==> src/hw/rtl/tct_pkg.sv <==
// ----------------------------------------------------------------------------
// tct_pkg: shared types and constants of the touch contact tracker
// Slot count, field widths, op and event codes, cell interface structs and
// the coordinate scaling and one-hot encoding helpers.
// ----------------------------------------------------------------------------
package tct_pkg;

    localparam int MAX_CONTACTS = 32;
    localparam int SLOT_W       = (MAX_CONTACTS > 1) ? $clog2(MAX_CONTACTS) : 1;

    localparam int OP_W       = 3;
    localparam int SEQ_W      = 32;
    localparam int IN_COORD_W = 16;
    localparam int TIME_MS_W  = 32;
    localparam int SCALE_W    = 4;
    localparam int KIND_W     = 4;
    localparam int PROD_W     = IN_COORD_W + SCALE_W;

    localparam int EV_W      = 3;
    localparam int ID_W      = 5;
    localparam int DEV_W     = 32;
    localparam int COORD_W   = 19;
    localparam int TIME_US_W = 42;

    localparam int S_TDATA_W = 96;
    localparam int M_TDATA_W = 120;

    localparam int CFG_IDX_W  = 1;
    localparam int CFG_DATA_W = 4;

    localparam logic [COORD_W-1:0]  COORD_MAX = 19'h7FFFF;
    localparam logic [TIME_US_W-1:0] US_PER_MS = 42'd1000;
    localparam int                  KIND_SHIFT = 28;

    localparam logic [SCALE_W-1:0] SCALE_RESET = 4'd1;
    localparam logic [KIND_W-1:0]  KIND_RESET  = 4'd2;

    // configuration register indexes
    localparam logic [CFG_IDX_W-1:0] REG_SCALE = 1'd0;
    localparam logic [CFG_IDX_W-1:0] REG_KIND  = 1'd1;

    // touch event kinds
    localparam logic [OP_W-1:0] OP_BEGIN  = 3'd0;
    localparam logic [OP_W-1:0] OP_UPDATE = 3'd1;
    localparam logic [OP_W-1:0] OP_END    = 3'd2;
    localparam logic [OP_W-1:0] OP_CANCEL = 3'd3;
    localparam logic [OP_W-1:0] OP_OTHER  = 3'd4;
    localparam logic [OP_W-1:0] OP_GRAB   = 3'd5;

    // result event codes
    localparam logic [EV_W-1:0] EV_ADD    = 3'd0;
    localparam logic [EV_W-1:0] EV_DOWN   = 3'd1;
    localparam logic [EV_W-1:0] EV_MOVE   = 3'd2;
    localparam logic [EV_W-1:0] EV_UP     = 3'd3;
    localparam logic [EV_W-1:0] EV_CANCEL = 3'd4;
    localparam logic [EV_W-1:0] EV_REMOVE = 3'd5;
    localparam logic [EV_W-1:0] EV_NOFREE = 3'd6;

    // broadcast to every cell
    typedef struct packed {
        logic [SEQ_W-1:0]   seq;
        logic [COORD_W-1:0] x;
        logic [COORD_W-1:0] y;
    } tct_bcast_t;

    // per-cell write commands
    typedef struct packed {
        logic wr_pos;
        logic alloc;
        logic clr_valid;
    } tct_cell_ctl_t;

    // prefix flags passed from cell to cell
    typedef struct packed {
        logic free_seen;
        logic valid_seen;
    } tct_chain_t;

    typedef struct packed {
        logic               valid;
        logic               hit;
        logic               first_free;
        logic               first_valid;
        logic [COORD_W-1:0] x;
        logic [COORD_W-1:0] y;
    } tct_cell_stat_t;

    function automatic logic [COORD_W-1:0] scale_coord(input logic [IN_COORD_W-1:0] v,
                                                       input logic [SCALE_W-1:0] f);
        logic [PROD_W-1:0] p;
        p = PROD_W'(v) * PROD_W'(f);
        return (p > PROD_W'(COORD_MAX)) ? COORD_MAX : p[COORD_W-1:0];
    endfunction

    function automatic logic [SLOT_W-1:0] onehot_index(input logic [MAX_CONTACTS-1:0] v);
        logic [SLOT_W-1:0] r;
        r = '0;
        for (int i = 0; i < MAX_CONTACTS; i++) begin
            if (v[i]) begin
                r = r | SLOT_W'(i);
            end
        end
        return r;
    endfunction

endpackage

==> src/hw/rtl/touch_contact_tracker.sv <==
// ----------------------------------------------------------------------------
// touch_contact_tracker: touch contact slot tracker
// Maps touch sequence numbers to contact slots and emits add, down, move, up,
// cancel and remove results.
// ----------------------------------------------------------------------------
// A touch request is taken in the idle state and then passes the lookup state,
// in which every slot cell compares its sequence number and the cell chain
// picks the lowest free slot, and then emits its results through the single
// output register, one result per cycle while m_tready does not stall it.
// Other touch on a known contact and an unknown op give no result. Grab
// broken emits a cancel and a remove for each active slot. A new request is
// taken only once all results of the last one are in the output register.
// A full table yields one no-free-slot result and leaves the slots unchanged.
// ----------------------------------------------------------------------------
module touch_contact_tracker
    import tct_pkg::*;
(
    input  logic                  aclk,
    input  logic                  aresetn,
    // config write channel
    input  logic                  cfg_valid,
    output logic                  cfg_ready,
    input  logic [CFG_IDX_W-1:0]  cfg_index,
    input  logic [CFG_DATA_W-1:0] cfg_data,
    // touch requests
    input  logic                  s_tvalid,
    output logic                  s_tready,
    input  logic [S_TDATA_W-1:0]  s_tdata,  // seq_number, x_in, y_in, time_ms
    input  logic [OP_W-1:0]       s_tuser,  // op
    // results
    output logic                  m_tvalid,
    input  logic                  m_tready,
    output logic [M_TDATA_W-1:0]  m_tdata,  // contact_id, pointer_id, x_out, y_out, time_us
    output logic [EV_W-1:0]       m_tuser,  // event_code
    output logic                  m_tlast
);

    typedef enum logic [3:0] {
        ST_IDLE   = 4'b0001,
        ST_LOOKUP = 4'b0010,
        ST_EMIT   = 4'b0100,
        ST_SWEEP  = 4'b1000
    } tct_state_t;

    tct_state_t state_reg, state_next;

    logic [SCALE_W-1:0] scale_reg, scale_next;
    logic [KIND_W-1:0]  kind_reg, kind_next;

    // captured request
    logic [OP_W-1:0]       op_reg, op_next;
    logic [SEQ_W-1:0]      seq_reg, seq_next;
    logic [IN_COORD_W-1:0] x_in_reg, x_in_next;
    logic [IN_COORD_W-1:0] y_in_reg, y_in_next;
    logic [TIME_MS_W-1:0]  time_ms_reg, time_ms_next;

    // planned results
    logic [COORD_W-1:0]   x_sc_reg, x_sc_next;
    logic [COORD_W-1:0]   y_sc_reg, y_sc_next;
    logic [TIME_US_W-1:0] t_us_reg, t_us_next;
    logic [SLOT_W-1:0]    slot_reg, slot_next;
    logic                 has_slot_reg, has_slot_next;
    logic [EV_W-1:0]      res_code_reg [3];
    logic [EV_W-1:0]      res_code_next [3];
    logic [1:0]           res_cnt_reg, res_cnt_next;
    logic [1:0]           res_idx_reg, res_idx_next;
    logic                 phase_reg, phase_next;

    // output register
    logic                 out_valid_reg, out_valid_next;
    logic [EV_W-1:0]      out_code_reg, out_code_next;
    logic [ID_W-1:0]      out_id_reg, out_id_next;
    logic [DEV_W-1:0]     out_dev_reg, out_dev_next;
    logic [COORD_W-1:0]   out_x_reg, out_x_next;
    logic [COORD_W-1:0]   out_y_reg, out_y_next;
    logic [TIME_US_W-1:0] out_tus_reg, out_tus_next;
    logic                 out_last_reg, out_last_next;

    // cell row
    tct_bcast_t     bcast;
    tct_cell_ctl_t  cell_ctl  [MAX_CONTACTS];
    tct_cell_stat_t cell_stat [MAX_CONTACTS];
    tct_chain_t     chain     [MAX_CONTACTS+1];

    logic [MAX_CONTACTS-1:0] hit_vec, free_vec, fvalid_vec, valid_vec;
    logic [MAX_CONTACTS-1:0] wr_vec, alloc_vec, clr_vec;
    logic [COORD_W-1:0]      sw_x, sw_y;
    logic                    hit_any, free_any, valid_any, others_valid;
    logic [COORD_W-1:0]      x_sc, y_sc;

    // load port of the output register
    logic                 out_free;
    logic                 ld_en;
    logic [EV_W-1:0]      ld_code;
    logic [SLOT_W-1:0]    ld_slot;
    logic                 ld_has_slot;
    logic [COORD_W-1:0]   ld_x, ld_y;
    logic                 ld_last;

    // lookup decode
    logic                 is_new;
    logic [EV_W-1:0]      k0, k1;
    logic [1:0]           kn;

    assign x_sc = scale_coord(x_in_reg, scale_reg);
    assign y_sc = scale_coord(y_in_reg, scale_reg);

    assign bcast.seq = seq_reg;
    assign bcast.x   = x_sc;
    assign bcast.y   = y_sc;

    assign chain[0] = '0;

    for (genvar g = 0; g < MAX_CONTACTS; g++) begin : g_cell
        tct_cell u_cell (
            .aclk      (aclk),
            .aresetn   (aresetn),
            .bcast     (bcast),
            .ctl       (cell_ctl[g]),
            .chain_in  (chain[g]),
            .chain_out (chain[g+1]),
            .stat      (cell_stat[g])
        );
        assign hit_vec[g]    = cell_stat[g].hit;
        assign free_vec[g]   = cell_stat[g].first_free;
        assign fvalid_vec[g] = cell_stat[g].first_valid;
        assign valid_vec[g]  = cell_stat[g].valid;
        assign cell_ctl[g].wr_pos    = wr_vec[g];
        assign cell_ctl[g].alloc     = alloc_vec[g];
        assign cell_ctl[g].clr_valid = clr_vec[g];
    end

    assign hit_any      = |hit_vec;
    assign free_any     = chain[MAX_CONTACTS].free_seen;
    assign valid_any    = chain[MAX_CONTACTS].valid_seen;
    assign others_valid = |(valid_vec & ~fvalid_vec);

    always_comb begin
        sw_x = '0;
        sw_y = '0;
        for (int i = 0; i < MAX_CONTACTS; i++) begin
            if (fvalid_vec[i]) begin
                sw_x = sw_x | cell_stat[i].x;
                sw_y = sw_y | cell_stat[i].y;
            end
        end
    end

    assign out_free  = !out_valid_reg || m_tready;
    assign cfg_ready = 1'b1;
    assign s_tready  = (state_reg == ST_IDLE);

    // result kinds per op, after an optional add
    assign is_new = !hit_any;
    always_comb begin
        k0 = EV_DOWN;
        k1 = EV_REMOVE;
        kn = 2'd0;
        case (op_reg)
            OP_BEGIN: begin
                k0 = EV_DOWN;
                kn = 2'd1;
            end
            OP_UPDATE: begin
                k0 = EV_MOVE;
                kn = 2'd1;
            end
            OP_END: begin
                k0 = EV_UP;
                kn = 2'd2;
            end
            OP_CANCEL: begin
                k0 = EV_CANCEL;
                kn = 2'd2;
            end
            default: begin
                kn = 2'd0;
            end
        endcase
    end

    always_comb begin
        state_next    = state_reg;
        scale_next    = scale_reg;
        kind_next     = kind_reg;
        op_next       = op_reg;
        seq_next      = seq_reg;
        x_in_next     = x_in_reg;
        y_in_next     = y_in_reg;
        time_ms_next  = time_ms_reg;
        x_sc_next     = x_sc_reg;
        y_sc_next     = y_sc_reg;
        t_us_next     = t_us_reg;
        slot_next     = slot_reg;
        has_slot_next = has_slot_reg;
        res_code_next = res_code_reg;
        res_cnt_next  = res_cnt_reg;
        res_idx_next  = res_idx_reg;
        phase_next    = phase_reg;
        wr_vec        = '0;
        alloc_vec     = '0;
        clr_vec       = '0;
        ld_en         = 1'b0;
        ld_code       = res_code_reg[res_idx_reg];
        ld_slot       = slot_reg;
        ld_has_slot   = has_slot_reg;
        ld_x          = x_sc_reg;
        ld_y          = y_sc_reg;
        ld_last       = 1'b0;

        if (cfg_valid) begin
            unique case (cfg_index)
                REG_SCALE: scale_next = cfg_data;
                REG_KIND:  kind_next  = cfg_data;
                default: ;
            endcase
        end

        unique case (state_reg)
            ST_IDLE: begin
                if (s_tvalid) begin
                    op_next      = s_tuser;
                    seq_next     = s_tdata[31:0];
                    x_in_next    = s_tdata[47:32];
                    y_in_next    = s_tdata[63:48];
                    time_ms_next = s_tdata[95:64];
                    state_next   = ST_LOOKUP;
                end
            end
            ST_LOOKUP: begin
                t_us_next    = TIME_US_W'(time_ms_reg) * US_PER_MS;
                x_sc_next    = x_sc;
                y_sc_next    = y_sc;
                res_idx_next = 2'd0;
                phase_next   = 1'b0;
                if (op_reg == OP_GRAB) begin
                    state_next = ST_SWEEP;
                end else if (op_reg > OP_GRAB) begin
                    state_next = ST_IDLE;
                end else if (is_new && !free_any) begin
                    // table full: report and leave slots alone
                    has_slot_next    = 1'b0;
                    slot_next        = '0;
                    res_code_next[0] = EV_NOFREE;
                    res_cnt_next     = 2'd1;
                    state_next       = ST_EMIT;
                end else begin
                    has_slot_next = 1'b1;
                    slot_next     = is_new ? onehot_index(free_vec) : onehot_index(hit_vec);
                    wr_vec        = is_new ? free_vec : hit_vec;
                    alloc_vec     = is_new ? free_vec : '0;
                    if (op_reg == OP_END || op_reg == OP_CANCEL) begin
                        clr_vec = wr_vec;
                    end
                    if (is_new) begin
                        res_code_next[0] = EV_ADD;
                        res_code_next[1] = k0;
                        res_code_next[2] = k1;
                        res_cnt_next     = kn + 2'd1;
                    end else begin
                        res_code_next[0] = k0;
                        res_code_next[1] = k1;
                        res_code_next[2] = EV_REMOVE;
                        res_cnt_next     = kn;
                    end
                    state_next = (is_new || kn != 2'd0) ? ST_EMIT : ST_IDLE;
                end
            end
            ST_EMIT: begin
                if (out_free) begin
                    ld_en        = 1'b1;
                    ld_last      = (res_idx_reg == res_cnt_reg - 2'd1);
                    res_idx_next = res_idx_reg + 2'd1;
                    if (ld_last) begin
                        state_next = ST_IDLE;
                    end
                end
            end
            ST_SWEEP: begin
                if (out_free) begin
                    if (valid_any) begin
                        ld_en       = 1'b1;
                        ld_code     = phase_reg ? EV_REMOVE : EV_CANCEL;
                        ld_slot     = onehot_index(fvalid_vec);
                        ld_has_slot = 1'b1;
                        ld_x        = sw_x;
                        ld_y        = sw_y;
                        ld_last     = phase_reg && !others_valid;
                        phase_next  = !phase_reg;
                        if (phase_reg) begin
                            clr_vec = fvalid_vec;
                        end
                    end else begin
                        state_next = ST_IDLE;
                    end
                end
            end
            default: state_next = ST_IDLE;
        endcase
    end

    always_comb begin
        out_valid_next = out_valid_reg;
        out_code_next  = out_code_reg;
        out_id_next    = out_id_reg;
        out_dev_next   = out_dev_reg;
        out_x_next     = out_x_reg;
        out_y_next     = out_y_reg;
        out_tus_next   = out_tus_reg;
        out_last_next  = out_last_reg;
        if (ld_en) begin
            out_valid_next = 1'b1;
            out_code_next  = ld_code;
            out_id_next    = ld_has_slot ? ID_W'(ld_slot) : '0;
            out_dev_next   = ld_has_slot
                           ? ((DEV_W'(kind_reg) << KIND_SHIFT) | DEV_W'(ld_slot)) : '0;
            out_x_next     = ld_x;
            out_y_next     = ld_y;
            out_tus_next   = t_us_reg;
            out_last_next  = ld_last;
        end else if (m_tready) begin
            out_valid_next = 1'b0;
        end
    end

    always_ff @(posedge aclk) begin
        if (!aresetn) begin
            state_reg     <= ST_IDLE;
            scale_reg     <= SCALE_RESET;
            kind_reg      <= KIND_RESET;
            out_valid_reg <= 1'b0;
            res_cnt_reg   <= 2'd0;
            res_idx_reg   <= 2'd0;
            phase_reg     <= 1'b0;
        end else begin
            state_reg     <= state_next;
            scale_reg     <= scale_next;
            kind_reg      <= kind_next;
            out_valid_reg <= out_valid_next;
            res_cnt_reg   <= res_cnt_next;
            res_idx_reg   <= res_idx_next;
            phase_reg     <= phase_next;
        end
    end

    always_ff @(posedge aclk) begin
        op_reg        <= op_next;
        seq_reg       <= seq_next;
        x_in_reg      <= x_in_next;
        y_in_reg      <= y_in_next;
        time_ms_reg   <= time_ms_next;
        x_sc_reg      <= x_sc_next;
        y_sc_reg      <= y_sc_next;
        t_us_reg      <= t_us_next;
        slot_reg      <= slot_next;
        has_slot_reg  <= has_slot_next;
        res_code_reg  <= res_code_next;
        out_code_reg  <= out_code_next;
        out_id_reg    <= out_id_next;
        out_dev_reg   <= out_dev_next;
        out_x_reg     <= out_x_next;
        out_y_reg     <= out_y_next;
        out_tus_reg   <= out_tus_next;
        out_last_reg  <= out_last_next;
    end

    assign m_tvalid = out_valid_reg;
    assign m_tuser  = out_code_reg;
    assign m_tlast  = out_last_reg;
    assign m_tdata  = {{(M_TDATA_W - ID_W - DEV_W - 2*COORD_W - TIME_US_W){1'b0}},
                       out_tus_reg, out_y_reg, out_x_reg, out_dev_reg, out_id_reg};

endmodule

==> src/hw/rtl/tct_cell.sv <==
// ----------------------------------------------------------------------------
// tct_cell: one contact slot
// Holds valid, sequence number and last position of a contact, compares the
// broadcast sequence number and extends the first-free / first-valid chain.
// ----------------------------------------------------------------------------
module tct_cell
    import tct_pkg::*;
(
    input  logic           aclk,
    input  logic           aresetn,
    input  tct_bcast_t     bcast,
    input  tct_cell_ctl_t  ctl,
    input  tct_chain_t     chain_in,
    output tct_chain_t     chain_out,
    output tct_cell_stat_t stat
);

    logic               valid_reg, valid_next;
    logic [SEQ_W-1:0]   seq_reg;
    logic [COORD_W-1:0] x_reg;
    logic [COORD_W-1:0] y_reg;

    always_comb begin
        valid_next = valid_reg;
        if (ctl.clr_valid) begin
            valid_next = 1'b0;
        end else if (ctl.alloc) begin
            valid_next = 1'b1;
        end
    end

    always_ff @(posedge aclk) begin
        if (!aresetn) begin
            valid_reg <= 1'b0;
        end else begin
            valid_reg <= valid_next;
        end
    end

    always_ff @(posedge aclk) begin
        if (ctl.alloc) begin
            seq_reg <= bcast.seq;
        end
        if (ctl.wr_pos) begin
            x_reg <= bcast.x;
            y_reg <= bcast.y;
        end
    end

    assign chain_out.free_seen  = chain_in.free_seen | ~valid_reg;
    assign chain_out.valid_seen = chain_in.valid_seen | valid_reg;

    assign stat.valid       = valid_reg;
    assign stat.hit         = valid_reg && (seq_reg == bcast.seq);
    assign stat.first_free  = ~valid_reg & ~chain_in.free_seen;
    assign stat.first_valid = valid_reg & ~chain_in.valid_seen;
    assign stat.x           = x_reg;
    assign stat.y           = y_reg;

endmodule

==> config.mk <==
export PLATFORM = sky130hd
export DESIGN_NAME = touch_contact_tracker
export DESIGN_NICKNAME = d
export VERILOG_FILES = /design/src/hw/rtl/tct_pkg.sv /design/src/hw/rtl/touch_contact_tracker.sv /design/src/hw/rtl/tct_cell.sv
export SDC_FILE = /design/constraint.sdc
export NUM_CORES = 2
export LEC_CHECK = 0
export BUFFER_PORTS_ARGS = -buffer_cell sky130_fd_sc_hd__clkbuf_2
export CORE_UTILIZATION = 55
export CTS_BUF_LIST = sky130_fd_sc_hd__clkbuf_2
export CTS_CLUSTER_SIZE = 40
export DETAILED_ROUTE_END_ITERATION = 8
export GPL_TIMING_DRIVEN = 0
export PLACE_DENSITY = 0.73
export SYNTH_ARGS = -nofsm -noshare
export SYNTH_HDL_FRONTEND = slang
export SYNTH_SLANG_ARGS = --single-unit
==> constraint.sdc <==
create_clock -name aclk -period 39.4 [get_ports aclk]
set_input_delay 7.88 -clock aclk [delete_from_list [all_inputs] [get_ports aclk]]
set_output_delay 7.88 -clock aclk [all_outputs]
set_load 0.01 [all_outputs]
==> flow_metrics.env <==
export IMPL_sw_frac_of_total_pct=28.2
export IMPL_crit_chain="nor4b_1 > clkbuf_2"
export IMPL_routed_via_count=67600
export IMPL_ctsRootBufferMaster="clkbuf_2"
export IMPL_p_int_mw=4.13
export IMPL_gr_total_overflow=0
export IMPL_nNetsFinal=8402
export IMPL_hold_buffers=0
export IMPL_synth_xor_area_share_pct=8.67
export IMPL_seqCellArea_um2=76600
export IMPL_max_slew_margin_pct=-3.67
export IMPL_cts_tree="yes"
export IMPL_power_mw=5.75
export IMPL_critPathMaxStageDelay_ns=0.81
export IMPL_synth_edf_count=2518
export IMPL_fillers=14200
export IMPL_core_area_um2=195000
export IMPL_p_seq_share_pct=54.9
export IMPL_post_cts_buffers=0
export IMPL_grtUsageMet1_pct=39.3
export IMPL_synth_seq_cells=2568
export IMPL_synth_area_um2=109000
export IMPL_gr_usage_all_layers_pct=30.4
export IMPL_drive_gt1_share_pct=19.2
export IMPL_ios=236
export IMPL_combPwrFrac_pct=15.2
export IMPL_fin_cells=11000
export IMPL_gp_congestion=0.963
export IMPL_power_switching_mw=1.62
export IMPL_grt_pass1_wl_mm=438
export IMPL_synth_top_family_by_area="XOR/XNOR gates"
export IMPL_ys_async_sr_fraction_pct=0
export IMPL_final_common_cell="edfxtp_1"
export IMPL_wl_per_cell_um=27.6
export IMPL_start_kind="flip-flop"
export IMPL_period_needed_ns=11.24
export IMPL_violations="design-rule violations, max-capacitance violations, max-slew violations"
export IMPL_h_tree_depth=6
export IMPL_clk_pin_slew_ns=0.10
export IMPL_timing_final_crit_share_pct=28.5
export IMPL_place_hpwl_mm=209
export IMPL_setup_tns_ns=0
export IMPL_slew_viol_final=2
export IMPL_viasPerCell=6.12
export IMPL_crit_type="reg -> out"
export IMPL_yosysSeqAreaShare_pct=70.6
export IMPL_largest_register_ffs=1024
export IMPL_fin_skew_ns=0.185
export IMPL_arrival_ns=3.36
export IMPL_design_area_um2=122000
export IMPL_clock_latency_ns=1.95
export IMPL_multi_input_area_um2=29600
export IMPL_critPathTopFamily="simple AND/OR/NAND/NOR gates"
export IMPL_synth_compound_area_share_pct=6.89
export IMPL_min_from="t_us_reg[36]"
export IMPL_layout_area_overhead_vs_synth_pct=12.6
export IMPL_crit_required_ns=31.52
export IMPL_timing_rr_start="seq_reg[27]"
export IMPL_peakVddDrop_mv=0.0406
export IMPL_clock_path_buffers=4
export IMPL_dr_pass1_iters=9
export IMPL_layout_common_cells="edfxtp_1 (2518), clkbuf_2 (1109), xnor2_1 (638)"
export IMPL_place_area_um2=117000
export IMPL_leakage_nw=41.9
export IMPL_setup_viol=0
export IMPL_totalWireLength_mm=305
export IMPL_syn_inst=6945
export IMPL_std_cell_rows=162
export IMPL_powerDensity_nw_per_um2=47.0
export IMPL_status="finished, violations left"
export IMPL_end_kind="output port"
export IMPL_synth_fa_ha_area_share_pct=4.83
export IMPL_place_inst=9973
export IMPL_path_buf_inv=1
export IMPL_critPathLaunch="state_reg[3]"
export IMPL_syn_mean_instance_area_um2=15.6
export IMPL_die_h_um=446
export IMPL_cts_sinks=2568
export IMPL_fmax_ghz=0.0890
export IMPL_max_cap_viol_count=1
export IMPL_synth_mux_area_share_pct=0.0645
export IMPL_grt_max_degree=54
export IMPL_ys_warn_count=0
export IMPL_synth_ff_type="edfxtp_1"
export IMPL_top_usage_layer="met2"
export IMPL_tightest_slew_ns=1.54
export IMPL_antenna_left=0
export IMPL_clock_power_share_pct=29.8
export IMPL_port_buffers=205
export IMPL_synth_cell_types=87
export IMPL_grt_pass1_vias=67300
export IMPL_grt_util_met2_pct=49.2
export IMPL_cts_inserted_buffers=632
export IMPL_cpMaxStageDelayCell="nor4b_1"
export IMPL_antenna_found_initial=19
export IMPL_path_max_fanout=6
export IMPL_drtIter0Drc=9187
export IMPL_start_util_pct=55.6
export IMPL_die_area_um2=199000
export IMPL_die_width_um=446
export IMPL_holdCritPathClass="reg -> reg"
export IMPL_yosys_area_share_simple_pct=6.26
export IMPL_rsz0062_at_grt="false"
export IMPL_cts_resized=0
export IMPL_drc=4
export IMPL_met3_usage_pct=6.18
export IMPL_timing_hold_ws_ns=0.409
export IMPL_hold_viol=0
metal layers:
metal	vias up	wire, µm
met5	-	13
met4	2	15900
met3	807	31000
met2	4329	147000
met1	33600	111000
li1	28800	-
logic make-up after synthesis:
family / after synthesis
muxes: 7
DFF: 2568
buffers and inverters: 692
and+or+nand+nor: 1309
other: 2
AOI/OAI and AO/OA: 977
xor gates and xnor gates: 1074
adders and majority gates: 316
power by group through the flow:
stage	sequential [mW]	combinational, mW	clock (mW)
6_report	3.16	0.876	1.72
5_1_grt	3.16	0.965	1.87
4_1_cts	3.16	0.873	1.73
3_5_place_dp	3.22	0.869	0
3_3_place_gp	3.26	0.782	0
2_1_floorplan	3.21	0.588	0
cells in the mapped netlist (8+ instances only):
master    count  area (µm²)
a211oi_1     20         150
a21boi_0     39         293
a21o_1       31         233
a21oi_1     107         536
a221oi_1     83         727
a222oi_1    228        2280
a22oi_1      79         593
a31oi_1      19         119
a32oi_1      39         342
a41oi_1      41         359
and2_1       60         375
and3_1       64         400
buf_1         9        33.8
buf_2       136         681
buf_4        45         338
clkbuf_1    204         766
dfxtp_1      50        1000
edfxtp_1   2518       75600
fa_1        174        3480
ha_1        135        1690
inv_1       296        1110
nand2_1     319        1200
nand2b_1     19         119
nand3_1     129         646
nand4_1     174        1090
nor2_1      193         724
nor2b_1      52         325
nor3_1       88         440
nor4_1      118         738
nor4b_1       8        70.1
o211ai_1     46         345
o21a_1       27         203
o21ai_0     160         801
or2_2        10        62.6
or3_1        27         169
xnor2_1     638        5590
xor2_1      436        3820
worst reg2reg max path, stage by stage (launching register included):
cell	delay (ns)
edfxtp_1	0.95
buf_2	0.39
buf_2	0.48
buf_2	0.66
xnor2_1	0.20
nand4_1	0.12
nor4_1	1.26
nand3_1	0.76
nand4_1	0.38
and4bb_2	0.30
and2_1	0.16
nand3_1	0.63
clkbuf_1	1.03
nor3_2	0.39
buf_6	0.28
buf_6	0.16
buf_6	0.17
worst paths after layout:
| kind | end | slack (ns) | cells past startpoint |
|---|---|---|---|
| max | s_tready | 28.16 | 2 |
| max reg2reg | g_cell[29].u_cell.seq_reg[9] | 30.74 | 16 |
| min | out_tus_reg[36] | 0.41 | 0 |
| min reg2reg | out_tus_reg[36] | 0.41 | 0 |
area by class of cell:
| cell class | count | area share [%] |
|---|---|---|
| sequential | 2568 | 62.7 |
| multi-input combinational | 3713 | 24.2 |
| clock buffer | 904 | 3.70 |
| timing repair buffer | 377 | 3.60 |
| tap | 2624 | 2.69 |
| buffer | 394 | 1.49 |
| inverter | 298 | 0.915 |
| clock inverter | 149 | 0.695 |
| antenna | 15 | 0.0307 |
stage by stage:
| step | util [%] | setup slack [ns] |
|---|---|---|
| after floorplan | - | 25.34 |
| after global placement | 57.8 | 15.39 |
| after detailed placement | 59.8 | 28.57 |
| after CTS | 62.5 | 27.86 |
| after global routing | 62.6 | 27.87 |
| final | 62.6 | 28.16 |
(Power assumes the default switching activity.)
